### src/rtl/acu_pkg.sv
// ----------------------------------------------------------------------------
// acu_pkg
// Shared types, constants and exponential tables for the activation unit.
// ----------------------------------------------------------------------------
package acu_pkg;

   localparam int FRAC_BITS  = 12;
   localparam int Q_BITS     = 47;
   localparam int TAB_W      = Q_BITS + 1;
   localparam int DIV_BITS   = FRAC_BITS + 2;
   localparam int FRONT_STG  = 3;
   localparam int EXP_STG    = 2;
   localparam int PIPE_DEPTH = FRONT_STG + EXP_STG + DIV_BITS + 1;
   localparam int GRAD_SHIFT = 2 * FRAC_BITS;

   localparam logic [TAB_W-1:0] Q_ONE    = TAB_W'(1) << Q_BITS;
   localparam logic [47:0]      GRAD_RND = 48'(1) << (GRAD_SHIFT - 1);
   localparam logic signed [16:0] FX_ONE = 17'sd1 <<< FRAC_BITS;
   localparam logic signed [33:0] FX_ONE_SQ = 34'sd1 <<< GRAD_SHIFT;

   typedef enum logic [1:0] {
      MODE_LINEAR  = 2'd0,
      MODE_SIGMOID = 2'd1,
      MODE_RELU    = 2'd2,
      MODE_TANH    = 2'd3
   } acti_mode_type;

   typedef struct packed {
      logic               grad;
      logic signed [15:0] x;
      logic signed [15:0] d;
      logic               last;
   } item_type;

   typedef struct packed {
      logic               grad;
      acti_mode_type      mode;
      logic signed [15:0] x;
      logic               last;
   } tag_type;

   typedef struct packed {
      tag_type            tag;
      logic signed [15:0] gres;
      logic [TAB_W-1:0]   t0;
      logic [TAB_W-1:0]   p1;
   } prod_type;

   typedef struct packed {
      tag_type            tag;
      logic signed [15:0] gres;
      logic [TAB_W:0]     num;
      logic [TAB_W:0]     den;
   } frac_type;

   localparam logic [63:0] ONE60 = 64'(1) << 60;

   function automatic logic [63:0] mul_q60(input logic [63:0] a, input logic [63:0] b);
      logic [127:0] p;
      p = {64'b0, a} * {64'b0, b};
      return p[123:60];
   endfunction

   function automatic logic [63:0] exp_small(input logic [63:0] f);
      logic [63:0] t;
      logic [63:0] pos;
      logic [63:0] neg;
      t   = f;
      neg = t;
      t   = mul_q60(t, f) / 64'd2;
      pos = ONE60 + t;
      t   = mul_q60(t, f) / 64'd3;
      neg = neg + t;
      t   = mul_q60(t, f) / 64'd4;
      pos = pos + t;
      t   = mul_q60(t, f) / 64'd5;
      neg = neg + t;
      t   = mul_q60(t, f) / 64'd6;
      pos = pos + t;
      t   = mul_q60(t, f) / 64'd7;
      neg = neg + t;
      t   = mul_q60(t, f) / 64'd8;
      pos = pos + t;
      t   = mul_q60(t, f) / 64'd9;
      neg = neg + t;
      return pos - neg;
   endfunction

   function automatic logic [TAB_W-1:0] to_q47(input logic [63:0] v);
      logic [63:0] r;
      r = (v + (64'(1) << (59 - Q_BITS))) >> (60 - Q_BITS);
      return r[TAB_W-1:0];
   endfunction

   // e^-(k / 4096)
   function automatic logic [63:0][TAB_W-1:0] build_near();
      logic [63:0][TAB_W-1:0] tab;
      for (int k = 0; k < 64; k++) begin
         tab[k] = to_q47(exp_small(64'(k) << 48));
      end
      return tab;
   endfunction

   // e^-(k / 64)
   function automatic logic [63:0][TAB_W-1:0] build_mid();
      logic [63:0][TAB_W-1:0] tab;
      logic [63:0] base;
      logic [63:0] cur;
      base = exp_small(64'(1) << 54);
      cur  = ONE60;
      for (int k = 0; k < 64; k++) begin
         tab[k] = to_q47(cur);
         cur    = mul_q60(cur, base);
      end
      return tab;
   endfunction

   // e^-k
   function automatic logic [31:0][TAB_W-1:0] build_far();
      logic [31:0][TAB_W-1:0] tab;
      logic [63:0] base;
      logic [63:0] e1;
      logic [63:0] cur;
      base = exp_small(64'(1) << 54);
      e1   = ONE60;
      for (int k = 0; k < 64; k++) begin
         e1 = mul_q60(e1, base);
      end
      cur = ONE60;
      for (int k = 0; k < 32; k++) begin
         tab[k] = to_q47(cur);
         cur    = mul_q60(cur, e1);
      end
      return tab;
   endfunction

   localparam logic [31:0][TAB_W-1:0] EXP_FAR_TAB  = build_far();
   localparam logic [63:0][TAB_W-1:0] EXP_MID_TAB  = build_mid();
   localparam logic [63:0][TAB_W-1:0] EXP_NEAR_TAB = build_near();

endpackage

### src/rtl/acu_div.sv
// ----------------------------------------------------------------------------
// acu_div
// Pipelined restoring divider, one quotient bit per stage, and result select.
// ----------------------------------------------------------------------------
module acu_div (
   input  logic               clock,
   input  logic               reset,
   input  logic               in_valid,
   output logic               in_ready,
   input  acu_pkg::frac_type  in_data,
   output logic               out_valid,
   input  logic               out_ready,
   output logic signed [15:0] out_value,
   output logic               out_last
);
   import acu_pkg::*;

   typedef struct packed {
      tag_type               tag;
      logic signed [15:0]    gres;
      logic [TAB_W:0]        den;
      logic [TAB_W+1:0]      rem;
      logic [DIV_BITS-1:0]   quo;
   } div_type;

   logic                en   [DIV_BITS+1];
   logic                v_ff [DIV_BITS];
   div_type             div_ff [DIV_BITS];
   div_type             div_in [DIV_BITS];
   div_type             start;
   logic                vo_ff;
   logic signed [15:0]  value_ff;
   logic                last_ff;

   div_type             fin;
   logic [DIV_BITS:0]   q_rnd;
   logic [15:0]         mag;
   logic [15:0]         mag_neg;
   logic signed [15:0]  value_in;

   assign in_ready     = en[0];
   assign out_valid    = vo_ff;
   assign out_value    = value_ff;
   assign out_last     = last_ff;

   always_comb begin
      en[DIV_BITS] = !vo_ff || out_ready;
      for (int k = DIV_BITS - 1; k >= 0; k--) begin
         en[k] = !v_ff[k] || en[k+1];
      end
   end

   always_comb begin
      div_type          src;
      logic             qbit;
      logic [TAB_W+1:0] diff;
      start.tag  = in_data.tag;
      start.gres = in_data.gres;
      start.den  = in_data.den;
      start.rem  = {1'b0, in_data.num};
      start.quo  = '0;
      for (int k = 0; k < DIV_BITS; k++) begin
         src  = (k == 0) ? start : div_ff[(k == 0) ? 0 : k - 1];
         qbit = src.rem >= {1'b0, src.den};
         diff = qbit ? (src.rem - {1'b0, src.den}) : src.rem;
         div_in[k]     = src;
         div_in[k].rem = {diff[TAB_W:0], 1'b0};
         div_in[k].quo = {src.quo[DIV_BITS-2:0], qbit};
      end
   end

   always_comb begin
      fin     = div_ff[DIV_BITS-1];
      q_rnd   = {1'b0, fin.quo} + (DIV_BITS + 1)'(1);
      mag     = 16'(q_rnd[DIV_BITS:1]);
      mag_neg = 16'd0 - mag;
      if (fin.tag.grad) begin
         value_in = fin.gres;
      end else begin
         case (fin.tag.mode)
            MODE_LINEAR:  value_in = fin.tag.x;
            MODE_SIGMOID: value_in = mag;
            MODE_RELU:    value_in = (fin.tag.x > 16'sd0) ? fin.tag.x : 16'sd0;
            MODE_TANH:    value_in = fin.tag.x[15] ? mag_neg : mag;
            default:      value_in = fin.tag.x;
         endcase
      end
   end

   always_ff @(posedge clock) begin
      if (reset) begin
         for (int k = 0; k < DIV_BITS; k++) begin
            v_ff[k] <= 1'b0;
         end
         vo_ff <= 1'b0;
      end else begin
         for (int k = 0; k < DIV_BITS; k++) begin
            if (en[k]) v_ff[k] <= (k == 0) ? in_valid : v_ff[(k == 0) ? 0 : k - 1];
         end
         if (en[DIV_BITS]) vo_ff <= v_ff[DIV_BITS-1];
      end
   end

   always_ff @(posedge clock) begin
      for (int k = 0; k < DIV_BITS; k++) begin
         if (en[k]) div_ff[k] <= div_in[k];
      end
      if (en[DIV_BITS]) begin
         value_ff <= value_in;
         last_ff  <= fin.tag.last;
      end
   end

endmodule

### config.mk
export PLATFORM = sky130hd
export DESIGN_NAME = acu_div
export DESIGN_NICKNAME = d
export VERILOG_FILES = /design/src/rtl/acu_pkg.sv /design/src/rtl/acu_div.sv
export SDC_FILE = /design/constraint.sdc
export NUM_CORES = 2
export LEC_CHECK = 0
export BUFFER_PORTS_ARGS = -buffer_cell sky130_fd_sc_hd__buf_2
export CORE_MARGIN = 4
export CORE_UTILIZATION = 55
export DETAILED_ROUTE_END_ITERATION = 12
export PLACE_DENSITY = 0.77
export SYNTH_ARGS = -nofsm -noshare
export SYNTH_HDL_FRONTEND = slang
export SYNTH_SLANG_ARGS = --single-unit
### constraint.sdc
create_clock -name clock -period 15 [get_ports clock]
set_input_delay 1.5 -clock clock [delete_from_list [all_inputs] [get_ports clock]]
set_output_delay 1.5 -clock clock [all_outputs]
set_load 0.005 [all_outputs]
# [Word-level counts from Yosys, hierarchy flattened]
# Memory sizes are Yosys's and may differ from the RTL's.
# Index checks and enable logic that the tools add are counted.
# W data, S select, Z words.
[word_totals] input_bits=138 ram_bits=2086 wordCells=174 out_inout_bits=19 register_bits=18 mem_count=2
[mem_list] memory="div_ff" words=14 word_bits=148 read_ports=14 rd_clocked_by_memory_dff=0 write_ports=14 line="acu_div.sv:28" source="div_type div_ff [DIV_BITS];"
[mem_list] memory="v_ff" words=14 word_bits=1 read_ports=14 rd_clocked_by_memory_dff=0 write_ports=14 line="acu_div.sv:27" source="logic v_ff [DIV_BITS];"
[classes] addsub=16 n_mux=90 eq_ne=3 n_bitwise=14 reduce_logical=31 n_lt_le_gt_ge=15
[ops] operator="$mux W49" n=14
[ops] operator="$sub A49 B49 Y49" n=14
[ops] operator="$ge A50 B49 Y1" n=13
[ops] operator="$mux W1" n=72
[ops] operator="$pmux W16 S4" n=1
[ops] operator="$ge A49 B49 Y1" n=1
[ops] operator="$mux W16" n=3
[ops] operator="$gt A16 B1 Y1 const B" n=1
[ops] operator="$add A14 B1 Y15 const B" n=1
[ops] operator="$logic_not A1 Y1" n=15
[ops] operator="$logic_or A1 B1 Y1" n=15
[ops] operator="$sub A1 B14 Y15 const A" n=1
[ops] operator="$or A1 B1 Y1" n=14
[ops] operator="$eq A2 B2 Y1 const B" n=2
[ops] operator="$eq A2 B1 Y1 const B" n=1
[ops] operator="$logic_not A2 Y1" n=1

# [Logic depth before layout (Yosys ltp)]
[logic_depth] word_depth=20 mapped_depth=16 depth_no_buf=13

# [Worst setup path before layout]
# OpenSTA, ideal clock, no wires.
[synth_path] kind="in2out" start="input port out_ready" end="output port in_ready" stages=10 path_buffers=0 t_arrival_ns=9.037 required_ns=13.500 slack_ns=4.463 cell_sequence="nor2b_1 -> inv_1 -> nor2_1 -> and2_1 -> and3_1 -> and2_1 -> inv_1 -> nor2_1 -> and3_1 -> nand2_1"
[synth_rtl] item="start, declared" line="acu_div.sv:12" source="input logic out_ready,"
[synth_rtl] item="end, declared" line="acu_div.sv:9" source="output logic in_ready,"

==> results.json <==
{
  "status": "completed",
  "powerDensity_nw_per_um2": 210,
  "ys_types": 103,
  "synth_top_area_frac": 0.548,
  "io_pins": 157,
  "rsz0062_at_grt": "false",
  "tightest_slew_ns": 1.05,
  "total_power_mw": 24.0,
  "avgSynthCellArea_um2": 11.1,
  "grt_pass1_wl_um": 371000,
  "drv_cap": 0,
  "crit_type": "in -> out",
  "synthMuxAreaShare": 0.0168,
  "clock_skew_ns": 0.0536,
  "synth_compound_area_frac": 0.157,
  "ant_nets": 0,
  "grt_max_degree": 138,
  "drtPass1Iterations": 8,
  "clock-sinks": 1915,
  "timing.rr.start": "out_valid",
  "slew_viol_final": 0,
  "synthXorXnorAreaFrac": 0.0476,
  "synth_top_flop_cell": "edfxtp_1",
  "drive_above_1_share": 0.0716,
  "htreeDepth": 4,
  "setup_viol": 0,
  "die-width_um": 445,
  "final_nets": 10346,
  "seq_area_frac_synth": 0.548,
  "whs_ns": 0.377,
  "cp-start-kind": "input port",
  "post_cts_buffers": 0,
  "wl_per_cell_um": 19.2,
  "yosys_warnings": 0,
  "critPathCaptureType": "output port",
  "place.gp.congestion": 1.01,
  "yosysTopAreaCell": "edfxtp_1",
  "start_util": 0.556,
  "final.setup.worst_slack_ns": 7.79,
  "path_buf_inv": 5,
  "power_leakage_nw": 47.6,
  "synth_edf_count": 1914,
  "crit_slowest_cell": "inv_1",
  "hpwlAfterDp_um": 178000,
  "critPathRequiredTime_ns": 13.50,
  "synth-seq-cells": 1915,
  "synthAdderAreaFrac": 0.0845,
  "startpoint": "out_ready",
  "port_buffers": 156,
  "detail_route.iter0.violations": 5091,
  "clock_latency_ns": 0.86,
  "max_freq_mhz": 139,
  "hold_violations": 0,
  "critPathMaxFanout": 137,
  "async_flop_share": 0,
  "grt_usage": 0.233,
  "cts_buffers": 196,
  "viasPerCell": 5.80,
  "dieArea_um2": 198000,
  "critical_path.top_delay_family": "simple AND/OR/NAND/NOR gates",
  "netlist_area_um2": 105000,
  "finalSetupTns_ns": 0,
  "coreArea_um2": 189000,
  "clk_pin_slew_ns": 0.06,
  "cts_root_buffer": "clkbuf_16",
  "relSlewSlack": 0.291,
  "grt.overflow.total": 0,
  "slowest_delay_ns": 0.48,
  "yosys-top-cells-area": "edfxtp_1 (55%), ha_1 (8.2%), a21oi_1 (4.2%), inv_1 (3.2%), o21ai_0 (2.9%)",
  "clock_path_buffers": 3,
  "antenna_found_initial": 3,
  "wl_um": 234000,
  "yosys.area_share.simple": 0.101,
  "synth_top_family_by_area": "compound AO/OA/AOI/OAI gates",
  "path_cells": "buf_2 > nor2b_1 > inv_1 > nor2_1 > and2_1 > and3_1 > and2_1 > inv_6 > nor2_1 > and3_1 > nand2_4 > buf_12 > buf_2",
  "cts_resized": 0,
  "area_growth_pct": 8.99,
  "hp-start": "div_ff[0][736]",
  "synthesis.nets": 10265,
  "min_period_over_period": 0.481,
  "synth.most_common_cell": "edfxtp_1",
  "min_period_ns": 7.21,
  "holdCritPathClass": "reg -> reg",
  "dp_slack_ns": 7.74,
  "hold_buffers": 0,
  "crit_arrival_ns": 5.71,
  "grt_pass1_vias": 70268,
  "syn_inst": 9427,
  "die_y_um": 445,
  "rows": 159,
  "synth_top_cells_by_count": "edfxtp_1 (1914), inv_1 (885), a21oi_1 (877), nand2_1 (753), ha_1 (687)",
  "reg2reg_slack_ns": 9.56,
  "cts_tree": "done",
  "ir_drop_mv": 0.177,
  "post-route-drc-count": 0,
  "dr_total_vias": 70576
}
-- layout make-up --
cell class,count,area (um2)
antenna,2,5.00
clock buffer,237,5060
clock inverter,116,1350
fill,14798,74300
inverter,886,3360
multi-input combinational,6313,42800
sequential,1915,57500
tap,2495,3120
timing repair buffer,196,1090
-- registers in the layout, summed over array words and instances, names as in the netlist --
signal     count
div_ff      1883
out_last       1
out_valid      1
v_ff          14
out_value     16
-- per-layer routing --
metal  global-route usage  routed length, um
met1                0.276              93800
met2                0.421             118000
met3               0.0261               9210
met4                0.119              13000
met5                    0                  0
-- cells in the final DEF, fill, tap and decap left out, types with 196 or more instances in the layout --
| cell type | count |
|---|---|
| a21o_1 | 370 |
| a21oi_1 | 877 |
| clkbuf_16 | 196 |
| edfxtp_1 | 1914 |
| ha_1 | 687 |
| inv_1 | 877 |
| nand2_1 | 748 |
| nor2_1 | 580 |
| o21ai_0 | 613 |
| xnor2_1 | 341 |
| xor2_1 | 229 |
-- worst reg2reg max path, cell delays in order, from the launching register on --
cell and delay (ns):
dfxtp_1 0.31, nor2b_1 0.20, inv_1 0.61, nor2_1 0.24
and2_1 0.35, and3_1 0.32, and2_1 0.32, inv_6 0.50
nor2_1 0.25, and2_1 0.27, inv_4 0.28, buf_4 0.59
buf_4 0.73
-- report_power, final --
part           leakage [nW]  total (mW)  switching [mW]  internal, mW
sequential             20.3        8.45           0.722          7.73
combinational          24.3        10.8            6.35          4.43
clock                  3.09        4.77            2.04          2.73
total                  47.6        24.0            9.12          14.9
-- cell families after synthesis --
family | Yosys count
compound gates | 2653
simple gates | 2232
flops | 1915
buf+inv | 1199
fa+ha+maj | 700
xor+xnor | 570
mux | 158
-- worst paths after layout --
check,to,depth (start not counted)
setup / recovery,in_ready,13
hold / removal,div_ff[0][884],0
setup reg to reg,div_ff[0][359],12
hold reg to reg,div_ff[0][884],0
-- stage by stage --
stage	cells	instance area [um2]	utilization
floorplan	9427	105000	-
global placement	11805	108000	0.572
detailed placement	11805	108000	0.572
CTS	12158	114000	0.606
global route	12159	114000	0.606
finish	12160	114000	0.606
Power figures use the tool's default switching activity.
